==> src/hdl/lfra_pkg.sv <==
package lfra_pkg;

  localparam int QDEPTH = 4;
  localparam int QAW    = $clog2(QDEPTH);

  // config register indexes
  localparam logic [1:0] REG_FOCUS_GAIN   = 2'd0;
  localparam logic [1:0] REG_IMAGE_WIDTH  = 2'd1;
  localparam logic [1:0] REG_IMAGE_HEIGHT = 2'd2;

  typedef struct packed {
    logic        in_range;
    logic [7:0]  dx;
    logic [7:0]  dy;
    logic [23:0] tl;
    logic [23:0] tr;
    logic [23:0] bl;
    logic [23:0] br;
    logic        last;
    logic [11:0] px;
    logic [11:0] py;
  } lfra_item_t;

  typedef struct packed {
    logic push;
    logic pop;
  } lfra_qctl_t;

  typedef struct packed {
    logic nonempty;
    logic full;
  } lfra_qstat_t;

  typedef enum logic [4:0] {
    S_IDLE = 5'b00001,
    S_ACC  = 5'b00010,
    S_INIT = 5'b00100,
    S_DIV  = 5'b01000,
    S_DONE = 5'b10000
  } lfra_state_t;

endpackage

==> src/hdl/lfra_queue.sv <==
module lfra_queue (
  input  logic                  clk,
  input  logic                  rst,
  input  lfra_pkg::lfra_qctl_t  ctl,
  input  lfra_pkg::lfra_item_t  wr_item,
  output lfra_pkg::lfra_item_t  rd_item,
  output lfra_pkg::lfra_qstat_t stat
);
  import lfra_pkg::*;

  lfra_item_t       mem [QDEPTH];
  logic [QAW-1:0]   wr_ptr, rd_ptr;
  logic [QAW:0]     count;

  assign stat.nonempty = (count != '0);
  assign stat.full     = (count == (QAW+1)'(QDEPTH));
  assign rd_item       = mem[rd_ptr];

  always_ff @(posedge clk) begin
    if (ctl.push) begin
      mem[wr_ptr] <= wr_item;
    end
    if (rst) begin
      wr_ptr <= '0;
      rd_ptr <= '0;
      count  <= '0;
    end else begin
      if (ctl.push) wr_ptr <= wr_ptr + 1'b1;
      if (ctl.pop)  rd_ptr <= rd_ptr + 1'b1;
      case ({ctl.push, ctl.pop})
        2'b10:   count <= count + 1'b1;
        2'b01:   count <= count - 1'b1;
        default: count <= count;
      endcase
    end
  end
endmodule

==> config.mk <==
export PLATFORM = sky130hd
export DESIGN_NAME = lfra_queue
export DESIGN_NICKNAME = d
export VERILOG_FILES = /design/src/hdl/lfra_pkg.sv /design/src/hdl/lfra_queue.sv
export SDC_FILE = /design/constraint.sdc
export NUM_CORES = 1
export LEC_CHECK = 0
export BUFFER_PORTS_ARGS = -buffer_cell sky130_fd_sc_hd__buf_2
export CORE_ASPECT_RATIO = 1.2
export CORE_UTILIZATION = 46
export DETAILED_ROUTE_END_ITERATION = 8
export PLACE_DENSITY_LB_ADDON = 0.12
export SLEW_MARGIN = 20
export SYNTH_ARGS = -nofsm -noshare
export SYNTH_HDL_FRONTEND = slang
export SYNTH_SLANG_ARGS = --single-unit
==> constraint.sdc <==
create_clock -name clk -period 5.2 [get_ports clk]
set_clock_uncertainty 0.05 [all_clocks]
set_input_delay 0.52 -clock clk [delete_from_list [all_inputs] [get_ports clk]]
set_output_delay 0.52 -clock clk [all_outputs]
set_load 0.02 [all_outputs]
# After elaboration in Yosys (flattened, before gate mapping)
# Memory sizes are Yosys's and may differ from the RTL's. A register that Yosys moved wholly into a read port is not among the register bits.
# Cells that the tools add are included.
# word_totals
regBits	7
ram_bits	552
input_bits	142
output_inout_bits	140
wordCells	18
mem_count	1
# mem_list
memory	depth	width	rd	rd_clocked_by_memory_dff	wr	line	rtl
mem	4	138	1	1	1	lfra_queue.sv:11	lfra_item_t mem [QDEPTH];
# op_classes
add_sub_neg	4
n_eq_ne	3
muxes	5
reduce_logical	2
# ops
op	count
$pmux 3 s2	1
$add 2x1->2 const B	2
$mux 2	2
$add 3x1->3 const B	1
$eq 3x3->1 const B	1
$reduce_bool 3->1	1
$sub 3x1->3 const B	1
$eq 2x1->1 const B	1
$eq 2x2->1 const B	1
$mux 1	2
$reduce_bool 2->1	1

# Depth between registers and ports, before layout
# depth
ltp_word	3
ltp_mapped	7
ltp_nobuf	7

# Worst setup path before layout
# Ideal clock, no wire load.
# synth_path
path_kind	reg-to-reg
from	reg wr_ptr[0]
to	mem mem[0][0] (netlist name) (enable)
setup_time_ps	513
t_arrival_ps	3704
required_time_ps	4637
setup_slack_ps	933
path_stages_with_launch	4
path_buffers	0
period_less_slack_ps	4267
path_cell_list	dfxtp_1 inv_1 ha_1 and2_1
# synth_lines
element	line	rtl
from (decl)	lfra_queue.sv:12	logic [QAW-1:0] wr_ptr, rd_ptr;
from (signal assigned)	lfra_queue.sv:28	if (ctl.push) wr_ptr <= wr_ptr + 1'b1;
to (decl)	lfra_queue.sv:11	
# Straight into the memory's write port.

==> impl_metrics.py <==
metrics = {
    "status": {
        "outcome": "finished, final reports clean",
    },
    "synth": {
        "synthAdderAreaFrac_pct": 0.404,
        "yosys_warnings": 0,
        "yosysSeqAreaShare_pct": 81.9,
        "synth_compound_area_share_pct": 0.0734,
        "synth_top_family_by_area": "multiplexers",
        "synth_xor_xnor_area_share_pct": 0.214,
        "synthSimpleGateAreaFrac_pct": 0.379,
        "ys_ff_latch": 561,
        "syn_area_per_cell_um2": 26.6,
        "synth_area_mm2": 0.0205,
        "syn_inst": 768,
        "muxShareOfSynthArea_pct": 15.2,
        "synth_cell_types": 21,
        "syn-num-nets": 916,
    },
    "place": {
        "dp_cells": 1588,
        "portBuffers": 281,
        "place_ws_ns": 2.55,
        "gp_congestion": 0.689,
        "dp_hpwl_um": 22900,
    },
    "clock_network": {
        "path_clk_slew_ns": 0.07,
        "cts_htree_levels": 2,
        "clockBufferDepth": 3,
        "cts_tree": "yes",
        "post_cts_buffers": 0,
        "cts_hold_buf": 0,
        "cts_resized": 0,
        "cts_buffers": 54,
        "clock_sinks": 561,
        "clock-root-buffer": "clkbuf_16",
        "clock_latency_ns": 0.59,
    },
    "layout": {
        "layout.area.seq_mm2": 0.0168,
        "nNetsFinal": 1233,
        "stdcell_count": 1689,
        "multi_input_area_mm2": 0.00335,
        "layout-drive-gt1-share_pct": 45.5,
        "area_delta_synth_final_pct": 17.8,
        "nFillCells": 3377,
    },
    "drt": {
        "drt_pass1_iterations": 4,
        "drc": 0,
        "wl_met1_um": 15600,
        "dr.first_iter.drc_count": 417,
        "drt-total-wl_um": 38800,
        "route.vias.total": 8936,
        "met3_length_um": 2460,
        "dr_wl_met2_um": 19700,
        "drtAntennaViolNets": 0,
        "wl_per_cell_um": 23.0,
        "highest_layer": "met5",
        "via_per_inst": 5.29,
    },
    "sta": {
        "hold_slack_ns": 0.0871,
        "period_needed_ns": 3.17,
        "rsz0062_at_grt": "false",
        "fin_crit_sh_pct": 61.0,
        "relSlewSlack_pct": 44.5,
        "finalSetupViolCount": 0,
        "worstMarginPinSlew_ns": 0.833,
        "finalMaxSlewViolations": 0,
        "worst_slack_ns": 2.03,
        "finalHoldViolCount": 0,
        "final.setup.tns_ns": 0,
        "max_freq_mhz": 315,
    },
    "floorplanning": {
        "core_mm2": 0.0438,
        "die_area_mm2": 0.0453,
        "row_count": 84,
        "die_h_um": 233,
        "die_w_um": 195,
        "initial_core_util_pct": 46.7,
        "pin_count": 282,
    },
    "pwr": {
        "pwr-share-comb_pct": 10.4,
        "switching_share_pct": 22.7,
        "cellLeakagePower_uw": 0.00806,
        "p_switching_uw": 2280,
        "power_frac_seq_pct": 52.5,
        "irDropWorstVdd_uv": 275,
        "powerDensity_mw_per_mm2": 416,
        "p_int_uw": 7750,
        "p_clk_share_pct": 37.1,
    },
    "grt": {
        "grt_antenna_before_repair": 7,
        "track_usage_pct": 17.2,
        "grt_overflow": 0,
        "grt_pass1_vias": 9451,
        "grt_start_max_net_pins": 89,
        "grt_first_pass_wirelength_um": 57700,
    },
    "worst_setup_path": {
        "slowest_stage": "dfxtp_4",
        "critPathBufInv": 2,
        "crit_family": "buffers and inverters",
        "path_cells": "buf_4, mux4_2, buf_2",
        "path_max_fanout": 28,
        "crit_type": "flop to primary output",
        "cp.required_ns": 4.63,
        "crit_path_start_kind": "flop",
        "critPathCaptureType": "primary output",
        "critPathMaxStageDelay_ns": 0.64,
        "crit_arrival_ns": 2.60,
    },
    "flow_run": {
        "max_cap_viol_count": 0,
    },
    "hold_path": {
        "min_path_type": "primary input to flop",
    },
}
placed cells by master, fill, tap and decap left out, drive strengths merged:
master	netlist	routed
clkbuf	3	67
and2	4	4
and3	1	1
ha	5	5
inv	6	6
clkinv	0	28
xnor2	2	2
buf	29	293
o21ai	1	1
a21oi	2	2
bufinv	0	3
edfxtp	552	552
mux4	138	138
fa	1	1
clkinvlp	0	1
diode	0	2
or3	2	2
dfxtp	9	9
nand2	1	1
mux2i	1	1
xor2	3	3
nor2	8	8
power groups by stage:
| stage | sequential, uW | combinational [uW] | clock (uW) |
|---|---|---|---|
| 6_report | 5260 | 1050 | 3720 |
| 5_1_grt | 5280 | 1130 | 3980 |
| 4_1_cts | 5270 | 1080 | 3820 |
| 3_5_place_dp | 5360 | 1080 | 0 |
| 3_3_place_gp | 5360 | 1070 | 0 |
| 2_1_floorplan | 5350 | 724 | 0 |
final timing paths:
| path | startpoint | cells past startpoint | endpoint | slack [ns] |
|---|---|---|---|---|
| setup reg to reg | wr_ptr[0] | 4 | mem[0][32] | 2.86 |
| setup / recovery | flop | 3 | rd_item[88] | 2.03 |
| hold / removal | wr_item[48] | 1 | mem[1][48] | 0.09 |
| hold reg to reg | count[2] | 2 | count[2] | 0.46 |
cell families (layout without fill, tap and decap cells):
group | after synthesis | in the layout
other | 0 | 2
muxes | 139 | 139
xor gates and xnor gates | 5 | 5
AOI/OAI and AO/OA | 3 | 3
DFF | 561 | 561
adders and majority gates | 6 | 6
buffers and inverters | 38 | 398
and+or+nand+nor | 16 | 16
cell usage after synthesis:
library cell    n  share of area (%)
fa_1            1              0.098
buf_4           1              0.037
and2_1          4               0.12
inv_1           6               0.11
o21ai_0         1              0.024
and3_1          1              0.031
a21oi_1         2              0.049
or3_1           2              0.061
clkbuf_1        3              0.055
nor2_1          8               0.15
buf_6           4               0.22
xor2_1          3               0.13
nand2_1         1              0.018
buf_12         11                1.1
edfxtp_1      552                 81
dfxtp_1         9               0.88
mux2i_1         1              0.049
xnor2_1         2              0.086
ha_1            5               0.31
buf_2          13               0.32
mux4_2        138                 15
state kept, by name (all words and copies together) (netlist names), named ones only:
| signal | count |
|---|---|
| mem | 552 |
| rd_ptr | 2 |
| wr_ptr | 2 |
| count | 3 |
layout make-up:
type / instances / share of cell area, %
Multi-Input combinational cell: 169 / 13.9
Inverter: 6 / 0.0934
Antenna cell: 2 / 0.0208
Timing Repair Buffer: 293 / 6.57
Sequential cell: 561 / 69.5
Tap cell: 559 / 2.90
Clock buffer: 67 / 6.07
Clock inverter: 32 / 0.934
per-stage QoR:
step	cell area (um2)	utilization [%]	total power, uW
2_1_floorplan	20500	-	6070
6_report	24100	55.0	10000
3_3_place_gp	22400	51.1	6430
5_1_grt	24100	55.0	10400
3_5_place_dp	22400	51.1	6440
4_1_cts	24100	55.0	10200
routing by layer:
| metal | up-vias | global-route usage, % |
|---|---|---|
| met4 | 10 | 6.35 |
| met5 | - | 0 |
| met1 | 4653 | 21.6 |
| met2 | 254 | 28.8 |
| li1 | 3947 | - |
| met3 | 72 | 4.84 |
(Power assumes the default switching activity.)
