--- src/hdl/lfra_pkg.sv ---
package lfra_pkg;

  localparam int QDEPTH = 4;
  localparam int QAW    = $clog2(QDEPTH);

  // config register indexes
  localparam logic [1:0] REG_FOCUS_GAIN   = 2'd0;
  localparam logic [1:0] REG_IMAGE_WIDTH  = 2'd1;
  localparam logic [1:0] REG_IMAGE_HEIGHT = 2'd2;

  typedef struct packed {
    logic        in_range;
    logic [7:0]  dx;
    logic [7:0]  dy;
    logic [23:0] tl;
    logic [23:0] tr;
    logic [23:0] bl;
    logic [23:0] br;
    logic        last;
    logic [11:0] px;
    logic [11:0] py;
  } lfra_item_t;

  typedef struct packed {
    logic push;
    logic pop;
  } lfra_qctl_t;

  typedef struct packed {
    logic nonempty;
    logic full;
  } lfra_qstat_t;

  typedef enum logic [4:0] {
    S_IDLE = 5'b00001,
    S_ACC  = 5'b00010,
    S_INIT = 5'b00100,
    S_DIV  = 5'b01000,
    S_DONE = 5'b10000
  } lfra_state_t;

endpackage

--- src/hdl/lfra_if.sv ---
interface lfra_in_if;
  logic               valid;
  logic               ready;
  logic [11:0]        pix_x;
  logic [11:0]        pix_y;
  logic signed [12:0] view_u;
  logic signed [12:0] view_v;
  logic [23:0]        nb_top_left;
  logic [23:0]        nb_top_right;
  logic [23:0]        nb_bottom_left;
  logic [23:0]        nb_bottom_right;
  logic               last_view;
  modport source(output valid, pix_x, pix_y, view_u, view_v, nb_top_left, nb_top_right,
                 nb_bottom_left, nb_bottom_right, last_view, input ready);
  modport sink(input valid, pix_x, pix_y, view_u, view_v, nb_top_left, nb_top_right,
               nb_bottom_left, nb_bottom_right, last_view, output ready);
endinterface


--- src/hdl/lfra_front.sv ---
module lfra_front #(
  parameter int MAX_DIM = 4096
) (
  input  logic                clk,
  input  logic                rst,
  lfra_in_if.sink             sample,
  input  logic signed [15:0]  focus_gain,
  input  logic [12:0]         image_width,
  input  logic [12:0]         image_height,
  input  lfra_pkg::lfra_qstat_t qstat,
  output logic                push,
  output lfra_pkg::lfra_item_t push_item
);
  import lfra_pkg::*;

  logic               f_v;
  logic signed [28:0] prod_x;
  logic signed [28:0] prod_y;
  logic [11:0]        px;
  logic [11:0]        py;
  logic [23:0]        tl, tr, bl, br;
  logic               last;

  logic signed [16:0] sh_x, sh_y;
  logic signed [22:0] pos_x, pos_y;
  logic [12:0]        w_c, h_c;
  logic signed [22:0] lim_x, lim_y;

  assign sample.ready = !f_v || !qstat.full;
  assign push         = f_v && !qstat.full;

  always_ff @(posedge clk) begin
    if (rst) begin
      f_v <= 1'b0;
    end else if (sample.ready) begin
      f_v <= sample.valid;
    end
    if (sample.ready && sample.valid) begin
      prod_x <= focus_gain * sample.view_u;
      prod_y <= focus_gain * sample.view_v;
      px     <= sample.pix_x;
      py     <= sample.pix_y;
      tl     <= sample.nb_top_left;
      tr     <= sample.nb_top_right;
      bl     <= sample.nb_bottom_left;
      br     <= sample.nb_bottom_right;
      last   <= sample.last_view;
    end
  end

  // floor division by 4096 is an arithmetic shift
  assign sh_x  = 17'(prod_x >>> 12);
  assign sh_y  = 17'(prod_y >>> 12);
  assign pos_x = $signed({3'b000, px, 8'h00}) + 23'(sh_x);
  assign pos_y = $signed({3'b000, py, 8'h00}) + 23'(sh_y);

  assign w_c   = (image_width  > 13'(MAX_DIM)) ? 13'(MAX_DIM) : image_width;
  assign h_c   = (image_height > 13'(MAX_DIM)) ? 13'(MAX_DIM) : image_height;
  assign lim_x = $signed({2'b00, w_c, 8'h00}) - 23'sd256;
  assign lim_y = $signed({2'b00, h_c, 8'h00}) - 23'sd256;

  always_comb begin
    push_item.in_range = !pos_x[22] && (pos_x < lim_x) && !pos_y[22] && (pos_y < lim_y);
    push_item.dx       = pos_x[7:0];
    push_item.dy       = pos_y[7:0];
    push_item.tl       = tl;
    push_item.tr       = tr;
    push_item.bl       = bl;
    push_item.br       = br;
    push_item.last     = last;
    push_item.px       = px;
    push_item.py       = py;
  end
endmodule

--- src/flat_wrapper.sv ---
// flat-port wrapper written by rule: the top's interface ports become plain ports
module lfra_front_flat import lfra_pkg::*;
#(
  parameter int MAX_DIM = 4096
)
  (clk, rst, focus_gain, image_width, image_height, qstat, push, push_item, sample_valid, sample_pix_x, sample_pix_y, sample_view_u, sample_view_v, sample_nb_top_left, sample_nb_top_right, sample_nb_bottom_left, sample_nb_bottom_right, sample_last_view, sample_ready);
  lfra_in_if sample_i ();
  input  logic clk;
  input  logic rst;
  input  logic signed [15:0] focus_gain;
  input  logic [12:0] image_width;
  input  logic [12:0] image_height;
  input  lfra_pkg::lfra_qstat_t qstat;
  output logic push;
  output lfra_pkg::lfra_item_t push_item;
  input wire logic [$bits(sample_i.valid)-1:0] sample_valid;
  input wire logic [$bits(sample_i.pix_x)-1:0] sample_pix_x;
  input wire logic [$bits(sample_i.pix_y)-1:0] sample_pix_y;
  input wire logic [$bits(sample_i.view_u)-1:0] sample_view_u;
  input wire logic [$bits(sample_i.view_v)-1:0] sample_view_v;
  input wire logic [$bits(sample_i.nb_top_left)-1:0] sample_nb_top_left;
  input wire logic [$bits(sample_i.nb_top_right)-1:0] sample_nb_top_right;
  input wire logic [$bits(sample_i.nb_bottom_left)-1:0] sample_nb_bottom_left;
  input wire logic [$bits(sample_i.nb_bottom_right)-1:0] sample_nb_bottom_right;
  input wire logic [$bits(sample_i.last_view)-1:0] sample_last_view;
  output wire logic [$bits(sample_i.ready)-1:0] sample_ready;
  assign sample_i.valid = sample_valid;
  assign sample_i.pix_x = sample_pix_x;
  assign sample_i.pix_y = sample_pix_y;
  assign sample_i.view_u = sample_view_u;
  assign sample_i.view_v = sample_view_v;
  assign sample_i.nb_top_left = sample_nb_top_left;
  assign sample_i.nb_top_right = sample_nb_top_right;
  assign sample_i.nb_bottom_left = sample_nb_bottom_left;
  assign sample_i.nb_bottom_right = sample_nb_bottom_right;
  assign sample_i.last_view = sample_last_view;
  assign sample_ready = sample_i.ready;
  lfra_front #(.MAX_DIM(MAX_DIM)) u_core (.clk(clk), .rst(rst), .sample(sample_i), .focus_gain(focus_gain), .image_width(image_width), .image_height(image_height), .qstat(qstat), .push(push), .push_item(push_item));
endmodule
--- config.mk ---
export PLATFORM = sky130hd
export DESIGN_NAME = lfra_front_flat
export DESIGN_NICKNAME = d
export VERILOG_FILES = /design/src/hdl/lfra_pkg.sv /design/src/hdl/lfra_if.sv /design/src/hdl/lfra_front.sv /design/src/flat_wrapper.sv
export SDC_FILE = /design/constraint.sdc
export NUM_CORES = 1
export LEC_CHECK = 0
export BUFFER_PORTS_ARGS = -buffer_cell sky130_fd_sc_hd__buf_2
export CORE_MARGIN = 2
export CORE_UTILIZATION = 60
export CTS_CLUSTER_SIZE = 10
export DETAILED_ROUTE_END_ITERATION = 8
export GPL_TIMING_DRIVEN = 1
export PLACE_DENSITY = 0.81
export SLEW_MARGIN = 20
export SYNTH_ARGS = -nofsm -noshare
export SYNTH_HDL_FRONTEND = slang
export SYNTH_SLANG_ARGS = --single-unit
--- constraint.sdc ---
create_clock -name clk -period 8.1 [get_ports clk]
set_input_delay 0.81 -clock clk [delete_from_list [all_inputs] [get_ports clk]]
set_output_delay 0.81 -clock clk [all_outputs]
set_load 0.1 [all_outputs]
## Word level (Yosys, flattened, before mapping)

Cells that the tools add are included.
W data, S select, Z words.

- Add/subtract/negate cells: 4
- $mul: 2
- $lt $le $gt $ge: 4
- Mux-type cells: 2
- Reduce and logical (&&, ||, !) cells: 10

Operators with widths:

| kind | number |
|---|---|
| $mul A16 B13 Y29 | 2 |
| $lt A23 B23 Y1 | 2 |
| $add A21 B17 Y22 | 2 |
| $sub A21 B9 Y22 const B | 2 |
| $gt A13 B13 Y1 const B | 2 |
| $mux W13 | 2 |
| $logic_and A1 B1 Y1 | 5 |
| $logic_not A1 Y1 | 4 |
| $logic_or A1 B1 Y1 | 1 |

- Bits in registers: 180
- Output and inout bits: 140
- Word-level logic and storage cells: 32

## Depth between registers and ports, before layout

- Word-level depth: 7
- Depth in mapped cells: 23
- Mapped depth without buffers: 22

## Worst setup path after synthesis

OpenSTA, ideal clock, no wires.

- Path kind: input to output
- From: in image_width[0]
- To: out push_item[137] (netlist name)
- Arrival: 5780 ps
- Setup slack: 1510 ps
- Cell stages on the path: 19
- Buffers on the path: 0
- Cells stage by stage: nor3_1 nor3b_1 nand2b_1 nor2_1 nand2_1 o21ai_1 nand2_1 ha_1 o21ai_1 o21bai_1 a22o_1 ha_1 a21o_1 a21o_1 a21oi_1 nor2b_1 o21ai_0 a41oi_1 a2111oi_2

RTL lines:

| element | line | RTL |
|---|---|---|
| from (decl) | flat_wrapper.sv:11 | `input logic [12:0] image_width;` |
| to (decl) | flat_wrapper.sv:15 | `output lfra_pkg::lfra_item_t push_item;` |

==> flow_summary.json <==
{
  "core_um2": 35300,
  "drtPass1Iterations": 5,
  "holdWs_ns": 0.526,
  "gp_congestion": 0.870,
  "cp_max_fo": 6,
  "yosysSeqAreaShare_pct": 21.9,
  "cts_setup_buffers": 0,
  "stdcell_area_um2": 23900,
  "synth_cell_type_count": 56,
  "path_class": "primary input to output port",
  "grt_max_degree": 79,
  "skew_ns": 0.0131,
  "synth-edff-count": 155,
  "crit_family": "compound AO/OA/AOI/OAI gates",
  "leakagePower_uw": 0.0118,
  "p_seq_share_pct": 13.5,
  "hp-start": "u_core.f_v$_SDFFE_PP0N_",
  "r2r_end": "u_core.prod_y[16]$_DFFE_PP_",
  "clock_power_share_pct": 7.7,
  "hold_path_depth": 2,
  "cp_data_required_time_ns": 7.29,
  "internal_power_uw": 5700,
  "grt_pass1_vias": 16602,
  "drt_iter0_markers": 818,
  "ctsRootBufferMaster": "clkbuf_16",
  "fin_ws_ns": 1.51,
  "ys.flop_type": "edfxtp_1",
  "syn_area_um2": 21300,
  "switching_power_uw": 5550,
  "timing.final.crit_share_pct": 81.4,
  "grtUsageMet2_pct": 44.7,
  "fin_nets": 3091,
  "yosys_warnings": 0,
  "relSlewSlack_pct": 32.9,
  "drv_slew": 0,
  "synth_area_leaders": "fa_1 37%, edfxtp_1 22%, ha_1 11%",
  "worst_pin_slew_ns": 1.01,
  "syn_area_per_cell_um2": 10.4,
  "cts.clk_slew.worst_paths_ns": 0.06,
  "ctsHoldBuffers": 0,
  "cts_buffers": 17,
  "worstSetupStartpointType": "primary input",
  "crit_slowest_cell": "buf_2",
  "hold_viol_final": 0,
  "routedWlPerCell_um": 15.9,
  "antennaDiodeCount": 0,
  "grt_usage_pct": 25.3,
  "synthArstFlopShare_pct": 0,
  "post_cts_resized": 0,
  "routed_wl_um": 44500,
  "cts_max_path_buffers": 2,
  "synth_nets": 2818,
  "max_freq_ghz": 0.152,
  "ios": 334,
  "p_per_area_nw_per_um2": 471,
  "slowest_delay_ns": 0.50,
  "worst_setup_path_end_kind": "output port",
  "p_total_uw": 11200,
  "p_comb_share_pct": 78.8,
  "overflow": 0,
  "setup_viol": 0,
  "cp.buffers_inverters": 2,
  "nFillCells": 2761,
  "worst-endpoint-arrival_ns": 5.78,
  "final.min_clock_period_ns": 6.59,
  "finalSetupTns_ns": 0,
  "ant_nets": 0,
  "die_h_um": 193,
  "status": "complete, no violations",
  "clock_latency_ns": 0.44,
  "hp-class": "register to register",
  "initial_core_util_pct": 60.4,
  "path_cells": "buf_2 > nor3_1 > nor3b_1 > nand2b_1 > nor2_1 > nand2_1 > o21ai_1 > nand2_1 > ha_1 > o21ai_1 > o21bai_1 > a22o_1 > ha_1 > a21o_1 > a21o_1 > a21oi_1 > nor2b_1 > o21ai_0 > a41oi_1 > a2111oi_2 > buf_2",
  "dpl_cell_area_um2": 23200,
  "layout-drive-gt1-share_pct": 16.1,
  "place_hpwl_um": 35800,
  "gr-max-usage-layer": "met2",
  "remaining_drc_errors": 0,
  "htree_levels": 4,
  "met1_usage_pct": 32.0,
  "die_area_um2": 37100,
  "netlist_instances": 2044,
  "clkSinkCount": 156,
  "die_x_um": 193,
  "ys_ff_latch": 156,
  "r2r_setup_slack_ns": 5.55,
  "num_vias": 15177,
  "min_to": "u_core.f_v$_SDFFE_PP0N_",
  "area_growth_pct": 11.8,
  "ff2ff_path_depth": 3,
  "vias_per_cell": 5.44,
  "cts_tree": "built",
  "ir_worst_vdd_uv": 637,
  "yosys.area.top_type": "fa_1",
  "synth_top_area_share_pct": 36.6,
  "portBuffers": 332,
  "antenna_found_initial": 0,
  "use_met3_pct": 3.15,
  "rr_startpoint": "u_core.f_v$_SDFFE_PP0N_",
  "post-place-ws_ns": 1.20,
  "rows": 69,
  "rsz0062_at_grt": "no",
  "cap_violations": 0,
  "p_sw_share_pct": 49.3,
  "grt_first_pass_wirelength_um": 75400
}
[synthesized netlist by cell type (all sizes together) (7+ instances only)]
cell type / n
nand2: 249
ha: 190
a21boi: 7
xor2: 25
nor2: 88
inv: 397
xnor2: 55
a31oi: 8
o21ai: 27
or3: 7
clkbuf: 62
nand4: 8
nand3: 12
buf: 17
o211ai: 8
a21o: 17
a21oi: 42
and2: 170
nor3: 17
nand2b: 18
edfxtp: 155
o21a: 9
fa: 390
nor2b: 13
[per-layer routing]
| layer | up-vias | routed length (um) |
|---|---|---|
| met5 | - | 0 |
| met4 | 0 | 1330 |
| met3 | 86 | 2890 |
| met2 | 568 | 23000 |
| met1 | 7645 | 17200 |
| li1 | 6878 | - |
[registers in the layout, indices dropped and copies added (netlist names), 12 cells and up]
register and flops:
u_core.prod_y 17, u_core.br 24, u_core.px 12, u_core.tr 24, u_core.py 12, u_core.prod_x 17, u_core.tl 24, u_core.bl 24
[stage by stage]
stage	utilization, %	std cells
6_report	67.5	2791
5_1_grt	67.5	2791
4_1_cts	67.5	2791
3_5_place_dp	65.8	2759
3_3_place_gp	65.8	2759
2_1_floorplan	-	2044
[layout by cell type (no fill, tap or decap), drive strengths merged, types with 27 or more instances in the layout]
cell,Yosys,routed
ha,190,190
o21ai,27,27
xnor2,55,55
inv,397,405
edfxtp,155,155
buf,17,333
and2,170,170
a21oi,42,42
nand2,249,249
fa,390,390
nor2,88,88
[power by group through the flow]
stage               Clock [uW]  Sequential [uW]  Combinational, uW
floorplan                    0             1770               6850
global placement             0             1530               8380
detailed placement           0             1540               8750
CTS                        880             1520               8910
global route               915             1530              10200
finish                     865             1520               8860
[final cells by class]
cell class / instances / area, um^2 / share of cell area [%]
flip-flops and latches: 156 / 4670 / 19.6
clock inverters: 15 / 199 / 0.834
repair buffers: 333 / 1670 / 7.00
multi-input cells: 1412 / 14800 / 62.1
inverters: 397 / 1490 / 6.25
well taps: 461 / 577 / 2.42
clock buffers: 17 / 425 / 1.78
[how the worst max path moves through the flow]
stage,endpoint,depth (start not counted),from,slack [ns]
final,push_item[137],21,image_width[0],1.51
after floorplan,push_item[137],19,image_width[0],1.51
after global routing,push_item[137],21,image_width[0],1.22
after global placement,u_core.prod_x[26]$_DFFE_PP_,23,focus_gain[15],1.42
after CTS,u_core.prod_x[26]$_DFFE_PP_,23,focus_gain[15],1.62
after detailed placement,u_core.prod_x[26]$_DFFE_PP_,23,focus_gain[15],1.20
[tightest hold or removal path: cells and delay by family (launching register included)]
kind,cells,cell delay [ns]
flip-flops,1,0.34
AND/OR/NAND/NOR,1,0.08
AO/OA/AOI/OAI,1,0.07
[kinds of logic after synthesis]
group | Yosys count | synth area share [%]
buffers and inverters | 476 | 8.67
AND/OR/NAND/NOR | 601 | 13.5
multiplexers | 1 | 0.0528
AO/OA/AOI/OAI | 150 | 4.81
flip-flops | 156 | 21.9
adder cells (fa/ha/maj) | 580 | 47.7
XOR/XNOR | 80 | 3.28
Note: power is estimated with default switching activity, not from simulation.
