### src/hdl/lfra_pkg.sv
package lfra_pkg;

  localparam int QDEPTH = 4;
  localparam int QAW    = $clog2(QDEPTH);

  // config register indexes
  localparam logic [1:0] REG_FOCUS_GAIN   = 2'd0;
  localparam logic [1:0] REG_IMAGE_WIDTH  = 2'd1;
  localparam logic [1:0] REG_IMAGE_HEIGHT = 2'd2;

  typedef struct packed {
    logic        in_range;
    logic [7:0]  dx;
    logic [7:0]  dy;
    logic [23:0] tl;
    logic [23:0] tr;
    logic [23:0] bl;
    logic [23:0] br;
    logic        last;
    logic [11:0] px;
    logic [11:0] py;
  } lfra_item_t;

  typedef struct packed {
    logic push;
    logic pop;
  } lfra_qctl_t;

  typedef struct packed {
    logic nonempty;
    logic full;
  } lfra_qstat_t;

  typedef enum logic [4:0] {
    S_IDLE = 5'b00001,
    S_ACC  = 5'b00010,
    S_INIT = 5'b00100,
    S_DIV  = 5'b01000,
    S_DONE = 5'b10000
  } lfra_state_t;

endpackage

### src/hdl/lfra_if.sv


interface lfra_out_if;
  logic        valid;
  logic        ready;
  logic [11:0] out_x;
  logic [11:0] out_y;
  logic [7:0]  red;
  logic [7:0]  green;
  logic [7:0]  blue;
  logic        covered;
  modport source(output valid, out_x, out_y, red, green, blue, covered, input ready);
  modport sink(input valid, out_x, out_y, red, green, blue, covered, output ready);
endinterface

### src/hdl/lfra_back.sv
module lfra_back #(
  parameter int MAX_VIEWS = 256
) (
  input  logic                  clk,
  input  logic                  rst,
  input  lfra_pkg::lfra_item_t  head,
  input  lfra_pkg::lfra_qstat_t qstat,
  output logic                  pop,
  lfra_out_if.source            result
);
  import lfra_pkg::*;

  localparam int CW = $clog2(MAX_VIEWS + 1);

  lfra_state_t state;
  logic [16:0] top [3];
  logic [16:0] bot [3];
  logic        it_inside;
  logic [7:0]  it_dy;
  logic        it_last;
  logic [11:0] it_px, it_py;
  logic [31:0] sum [3];
  logic [CW-1:0] cnt;
  logic [33:0] rem [3];
  logic [33:0] dsh;
  logic [7:0]  q [3];
  logic        ovf [3];
  logic [2:0]  step;
  logic [33:0] num [3];
  logic [8:0]  wx, wy;
  logic        res_load;

  assign pop      = (state == S_IDLE) && qstat.nonempty;
  assign wx       = 9'd256 - {1'b0, head.dx};
  assign wy       = 9'd256 - {1'b0, it_dy};
  assign res_load = (state == S_DONE) && (!result.valid || result.ready);

  always_comb begin
    for (int c = 0; c < 3; c++) begin
      num[c] = {2'b00, sum[c]} + (34'(cnt) << 15);
    end
  end

  always_ff @(posedge clk) begin
    if (rst) begin
      state        <= S_IDLE;
      cnt          <= '0;
      result.valid <= 1'b0;
      for (int c = 0; c < 3; c++) sum[c] <= '0;
    end else begin
      if (res_load) begin
        result.valid <= 1'b1;
      end else if (result.valid && result.ready) begin
        result.valid <= 1'b0;
      end
      case (state)
        S_IDLE: begin
          if (qstat.nonempty) begin
            for (int c = 0; c < 3; c++) begin
              top[c] <= 17'(wx * head.tl[23-8*c -: 8]) + 17'({1'b0, head.dx} * head.tr[23-8*c -: 8]);
              bot[c] <= 17'(wx * head.bl[23-8*c -: 8]) + 17'({1'b0, head.dx} * head.br[23-8*c -: 8]);
            end
            it_inside <= head.in_range;
            it_dy     <= head.dy;
            it_last   <= head.last;
            it_px     <= head.px;
            it_py     <= head.py;
            state     <= S_ACC;
          end
        end
        S_ACC: begin
          if (it_inside && (cnt < CW'(MAX_VIEWS))) begin
            for (int c = 0; c < 3; c++) begin
              sum[c] <= sum[c] + 32'(wy * top[c]) + 32'({1'b0, it_dy} * bot[c]);
            end
            cnt <= cnt + 1'b1;
          end
          state <= it_last ? S_INIT : S_IDLE;
        end
        S_INIT: begin
          // quotient above 255 clamps, so eight restoring steps suffice
          for (int c = 0; c < 3; c++) begin
            rem[c] <= num[c];
            ovf[c] <= num[c] >= (34'(cnt) << 24);
            q[c]   <= '0;
          end
          dsh   <= 34'(cnt) << 23;
          step  <= 3'd7;
          state <= S_DIV;
        end
        S_DIV: begin
          for (int c = 0; c < 3; c++) begin
            if (rem[c] >= dsh) begin
              rem[c] <= rem[c] - dsh;
              q[c]   <= {q[c][6:0], 1'b1};
            end else begin
              q[c]   <= {q[c][6:0], 1'b0};
            end
          end
          dsh  <= dsh >> 1;
          step <= step - 1'b1;
          if (step == 3'd0) state <= S_DONE;
        end
        S_DONE: begin
          if (res_load) begin
            result.out_x   <= it_px;
            result.out_y   <= it_py;
            result.covered <= (cnt != '0);
            result.red     <= (cnt == '0) ? 8'd0 : (ovf[0] ? 8'hff : q[0]);
            result.green   <= (cnt == '0) ? 8'd0 : (ovf[1] ? 8'hff : q[1]);
            result.blue    <= (cnt == '0) ? 8'd0 : (ovf[2] ? 8'hff : q[2]);
            for (int c = 0; c < 3; c++) sum[c] <= '0;
            cnt   <= '0;
            state <= S_IDLE;
          end
        end
        default: state <= S_IDLE;
      endcase
    end
  end
endmodule

### src/flat_wrapper.sv
// flat-port wrapper written by rule: the top's interface ports become plain ports
module lfra_back_flat import lfra_pkg::*;
#(
  parameter int MAX_VIEWS = 256
)
  (clk, rst, head, qstat, pop, result_valid, result_out_x, result_out_y, result_red, result_green, result_blue, result_covered, result_ready);
  lfra_out_if result_i ();
  input  logic clk;
  input  logic rst;
  input  lfra_pkg::lfra_item_t head;
  input  lfra_pkg::lfra_qstat_t qstat;
  output logic pop;
  output wire logic [$bits(result_i.valid)-1:0] result_valid;
  output wire logic [$bits(result_i.out_x)-1:0] result_out_x;
  output wire logic [$bits(result_i.out_y)-1:0] result_out_y;
  output wire logic [$bits(result_i.red)-1:0] result_red;
  output wire logic [$bits(result_i.green)-1:0] result_green;
  output wire logic [$bits(result_i.blue)-1:0] result_blue;
  output wire logic [$bits(result_i.covered)-1:0] result_covered;
  input wire logic [$bits(result_i.ready)-1:0] result_ready;
  assign result_valid = result_i.valid;
  assign result_out_x = result_i.out_x;
  assign result_out_y = result_i.out_y;
  assign result_red = result_i.red;
  assign result_green = result_i.green;
  assign result_blue = result_i.blue;
  assign result_covered = result_i.covered;
  assign result_i.ready = result_ready;
  lfra_back #(.MAX_VIEWS(MAX_VIEWS)) u_core (.clk(clk), .rst(rst), .head(head), .qstat(qstat), .pop(pop), .result(result_i));
endmodule
### config.mk
export PLATFORM = sky130hd
export DESIGN_NAME = lfra_back_flat
export DESIGN_NICKNAME = d
export VERILOG_FILES = /design/src/hdl/lfra_pkg.sv /design/src/hdl/lfra_if.sv /design/src/hdl/lfra_back.sv /design/src/flat_wrapper.sv
export SDC_FILE = /design/constraint.sdc
export NUM_CORES = 2
export LEC_CHECK = 0
export ABC_AREA = 1
export ABC_CLOCK_PERIOD_IN_PS = 9130
export CAP_MARGIN = 20
export CORE_MARGIN = 5
export CORE_UTILIZATION = 30
export CTS_BUF_LIST = sky130_fd_sc_hd__clkbuf_4 sky130_fd_sc_hd__clkbuf_8
export DETAILED_ROUTE_END_ITERATION = 16
export DONT_BUFFER_PORTS = 1
export MAX_ROUTING_LAYER = met4
export PLACE_DENSITY = 0.55
export SYNTH_ARGS = -nofsm -noshare
export SYNTH_HDL_FRONTEND = slang
export SYNTH_SLANG_ARGS = --single-unit
export TNS_END_PERCENT = 1
### constraint.sdc
create_clock -name clk -period 9.13 [get_ports clk]
set_input_delay 1.826 -clock clk [delete_from_list [all_inputs] [get_ports clk]]
set_output_delay 1.826 -clock clk [all_outputs]
set_load 0.01 [all_outputs]
Word level (Yosys, flattened, before mapping)

Memories as Yosys holds them, arrays and structs flattened.
Index checks and enable logic that the tools add are counted.

Flip-flop bits (word level): 135
Memory bits (writable): 327
Bits of input ports: 143
Output and inout port bits: 51
Logic and storage cells: 182
Memories kept: 6

Memory list:

| name       | depth | bits a word | read ports | clocked after memory_dff | write ports | RTL line        | RTL |
|---|---|---|---|---|---|---|---|
| u_core.rem | 3     | 34          | 3          | 0                        | 3           | lfra_back.sv:24 | `logic [33:0] rem [3];` |
| u_core.sum | 3     | 32          | 3          | 0                        | 3           | lfra_back.sv:22 | `logic [31:0] sum [3];` |
| u_core.bot | 3     | 17          | 3          | 0                        | 3           | lfra_back.sv:17 | `logic [16:0] bot [3];` |
| u_core.top | 3     | 17          | 3          | 0                        | 3           | lfra_back.sv:16 | `logic [16:0] top [3];` |
| u_core.q   | 3     | 8           | 3          | 0                        | 3           | lfra_back.sv:26 | `logic [7:0] q [3];` |
| u_core.ovf | 3     | 1           | 3          | 0                        | 3           | lfra_back.sv:27 | `logic ovf [3];` |

$add $sub $neg: 22
$mul: 18
Magnitude comparators: 7
Equality and inequality tests: 9
Multiplexer cells: 71
Bitwise gates (word level): 16
Reductions and logical operators: 17

Operator list:

| kind                | count |
|---|---|
| $mux 32             | 6 |
| $add 17x16->17      | 6 |
| $ge 34x33->1        | 3 |
| $ge 34x34->1        | 3 |
| $mul 9x8->17        | 6 |
| $mux 34             | 3 |
| $sub 34x34->34      | 3 |
| $add 32x24->33      | 3 |
| $add 32x25->32      | 3 |
| $add 32x26->32      | 3 |
| $mul 8x8->16        | 6 |
| $mul 9x17->26       | 3 |
| $mul 8x17->25       | 3 |
| $mux 8              | 9 |
| $pmux 34 s2         | 1 |
| $mux 1              | 43 |
| $pmux 5 s5          | 1 |
| $mux 9              | 2 |
| $pmux 9 s2          | 1 |
| $sub 9x8->9 const A | 2 |
| $mux 5              | 3 |
| $or 1x1->1          | 15 |
| $reduce_and 3->1    | 4 |
| $add 9x1->9 const B | 1 |
| 20 further kinds    | 27 |

Logic depth before layout (Yosys ltp)

Word-level depth: 8
Gate-level depth with buffers: 38
Gate-level depth less buffers: 34

Least setup slack after synthesis

No wires, ideal clock.

Kind: in2reg
From: input port rst
To: memory u_core.bot[0][0] (enable)
Setup time: 688 ps
Data arrival time: 8970 ps
Required time: 8442 ps
Slack: -528 ps
Stages on the path: 2
Path buffers: 1
Cell sequence: clkbuf_1 nor3_1

RTL lines:

| what               | RTL line          | RTL |
|---|---|---|
| start: declaration | flat_wrapper.sv:9 | `input logic rst;` |
| end: declaration   | lfra_back.sv:17   |  |

==> results.md <==
* Outcome: complete, no violations
* Filler Cell Count at ~30000
* Highest clock frequency the design can meet at 129.6 MHz
* Avg Cell Area, Syn at 8.016 um^2
* Post-layout nets at ~13000
* Worst relative slew slack at 0.2515
* Number of distinct library cell variants in the gate-level netlist after synthesis at 50
* Final worst path period share at 0.8453
* Worst path slowest cell: sky130_fd_sc_hd__edfxtp_1
* Starting density of the core at 0.3007
* Clock tree buffer depth at 3
* Final min period at 7.718 ns
* Total global routing overflow at 0
* Postcts setup bufs at 0
* Critical Path Most Common Cell: sky130_fd_sc_hd__fa_1
* Number of I/O pins at 194
* Post-synthesis register bit count at 460
* Class of the tightest hold or removal check: reg -> reg
* Largest driver fanout on the critical path at 39
* Depth of the most critical reg-to-reg path at 28
* Later-pin clock latency in the skew report at 0.89 ns
* Die Span X at 544.0 um
* Area growth from synthesis to final layout at 7.129%
* Setup Total Neg Slack at 0 ns
* Final worst clock skew at 0.08528 ns
* Setup Viol. Count Final at 0
* Number of hold violations in the final report at 0
* Category of the worst setup path capture point: register
* Overall global routing resource usage at 0.1767
* Number of warnings printed during yosys synthesis at 0
* Standard cell core area at 284500 um^2
* Die outline area at 295900 um^2
* Initial antenna violation count at 8
* Port Buffers at 0
* Reg2Reg Setup Slack at 1.41 ns
* Share of the yosys chip area belonging to registers at 0.1596
* Number of cells traversed by the worst hold path at 0
* Library cell used as clock root buffer: sky130_fd_sc_hd__clkbuf_8
* Crit path DAT at 8.34 ns
* Max capacitance violation total at 0
* Drt drc at 0
* Cts repair resizes at 0
* Fraction of registers with async set or reset after synthesis at 0
* Worst-Margin Slew at 1.123 ns
* Via count of the first global-routing pass at 67310
* Number of pins with negative max-slew slack in the final report at 0
* Gate Count Post-Synth at ~11000
* Post-route standard cell area excluding fillers at roughly 92000 um^2
* Post-Synthesis Cell Area at 85540 um^2
* Average routed wire per standard cell at 17.56 um
* Fin util at 0.3221
* Startpoint types: register
* 1st-iter DRT viols at 4618
* Count of nets left with antenna violations after detail routing at 0
* Dominant synthesized flop cell: sky130_fd_sc_hd__edfxtp_1
* Total via count after detailed routing at about 66000
* TritonCTS clock tree: yes
* Proportion of layout cells with a drive suffix above 1 at 0.02727
* Std-Cell Rows at 196
* Classification of the worst setup path: reg -> reg
* CTS clock-pin slew for the worst setup and hold paths at 0.06 ns
* RSZ-0062 raised after global routing: no
* Number of clock sinks at 460
* Maximum number of pins on one net before global-route repair at 103
* Crit path largest cell delay at approximately 0.57 ns
* Ratio of routed vias to standard cells at 4.587
* Count of hold-fix buffers inserted at cts at 0
* Vert. Die Dim at 544.0 um
* CTS H-tree depth at 3
* CTS Buf Count at 94
* Number of enable-type register cells in the synthesized netlist at 444
* Routability congestion estimate at 0.9554
* Global-route wire length before repair at around 400000 um
* Half-perimeter wire length after placement at about 210000 um
* Required time at the endpoint of the critical path at 9.75 ns
* Synthesized Nets at 13040
* Wire length after detailed routing at 251600 um
* Cell area after placement at 89440 um^2
* Drt pass-1 iters at 8
==> kinds of logic after synthesis <==
logic type               Yosys count  synth area share
AND/OR/NAND/NOR                 3815            0.1785
buffers and inverters           3192            0.1425
adder cells (fa/ha/maj)         2229            0.4503
AO/OA/AOI/OAI                    789           0.05004
flip-flops                       460            0.1596
XOR/XNOR                         186           0.01904
==> metal layers <==
layer  up-vias  routed length [um]  track usage
met4         0                5375      0.03623
met3       244               16950      0.03042
met2      1797              110500       0.2712
li1      31410                   -            -
met1     32270              118800       0.2461
met5         -                   0            -
==> final cells by class <==
class,count,area (um^2),area share
Timing Repair Buffer,83,685.7,0.007482
Antenna cell,5,12.51,0.0001365
Clock buffer,120,1501,0.01638
Sequential cell,460,13650,0.1490
Tap cell,3762,4707,0.05136
Multi-Input combinational cell,7019,59790,0.6524
Clock inverter,53,683.2,0.007455
Inverter,2827,10610,0.1158
==> cells in the final DEF (no fill, tap or decap), drive strengths merged, types with 83 or more instances in the layout <==
master	netlist	final
inv	2826	2830
xor2	127	127
o21ai	242	242
nand3	222	222
ha	813	813
nand2	2527	2527
buf	125	83
fa	1416	1416
a21oi	412	412
nand4	145	145
edfxtp	444	444
clkbuf	240	120
nor2	796	796
==> cells in the mapped netlist (60+ instances only) <==
library cell / number / area [um^2]
sky130_fd_sc_hd__nand4_1: 145 / 907.1
sky130_fd_sc_hd__edfxtp_1: 444 / 13330
sky130_fd_sc_hd__a21oi_1: 412 / 2062
sky130_fd_sc_hd__nand3_1: 221 / 1106
sky130_fd_sc_hd__ha_1: 813 / 10170
sky130_fd_sc_hd__nor2_1: 782 / 2935
sky130_fd_sc_hd__buf_1: 60 / 225.2
sky130_fd_sc_hd__inv_1: 2818 / 10580
sky130_fd_sc_hd__fa_1: 1416 / 28350
sky130_fd_sc_hd__clkbuf_2: 78 / 390.4
sky130_fd_sc_hd__xor2_1: 127 / 1112
sky130_fd_sc_hd__clkbuf_1: 162 / 608.1
sky130_fd_sc_hd__nor3_1: 66 / 330.3
sky130_fd_sc_hd__o21ai_0: 241 / 1206
sky130_fd_sc_hd__nand2_1: 2525 / 9478
==> through the flow <==
stage / instances / setup WS [ns] / hold slack (ns)
finish: 14330 / 1.412 / 0.4166
global route: 14330 / 1.024 / 0.4250
CTS: 14320 / 1.410 / 0.4148
detailed placement: 14150 / 0.7626 / 0.4045
global placement: 14150 / 0.8290 / 0.4007
floorplan: 10670 / 0.6611 / 0.4003
==> worst max-delay path: cells and delay by family (launching register included) <==
family / cells / cell delay (ns)
adder cells (fa/ha/maj): 7 / 3.24
AND/OR/NAND/NOR: 14 / 1.90
buffers and inverters: 6 / 1.33
flip-flops: 1 / 0.57
AO/OA/AOI/OAI: 1 / 0.39
==> registers in the layout (all words and copies together), names as in the netlist, 12 cells and up <==
register / flops
u_core.it_px: 12
u_core.rem: 102
u_core.result.out_x: 12
u_core.sum: 96
u_core.result.out_y: 12
u_core.it_py: 12
u_core.top: 51
u_core.dsh: 32
u_core.q: 24
u_core.bot: 51
==> final timing paths <==
kind	startpoint	end
worst max register to register	u_core.it_dy[2]$_DFFE_PP_	u_core.sum[0][30]$_SDFFCE_PP0P_
worst min-delay path	u_core.it_px[10]$_DFFE_PP_	u_core.result.out_x[10]$_DFFE_PP_
worst min register to register	u_core.it_px[10]$_DFFE_PP_	u_core.result.out_x[10]$_DFFE_PP_
worst max-delay path	u_core.it_dy[2]$_DFFE_PP_	u_core.sum[0][30]$_SDFFCE_PP0P_
Power is left out: the tool's default activity adds up to more than one toggle a clock period on the data nets, which glitch-free logic cannot reach.
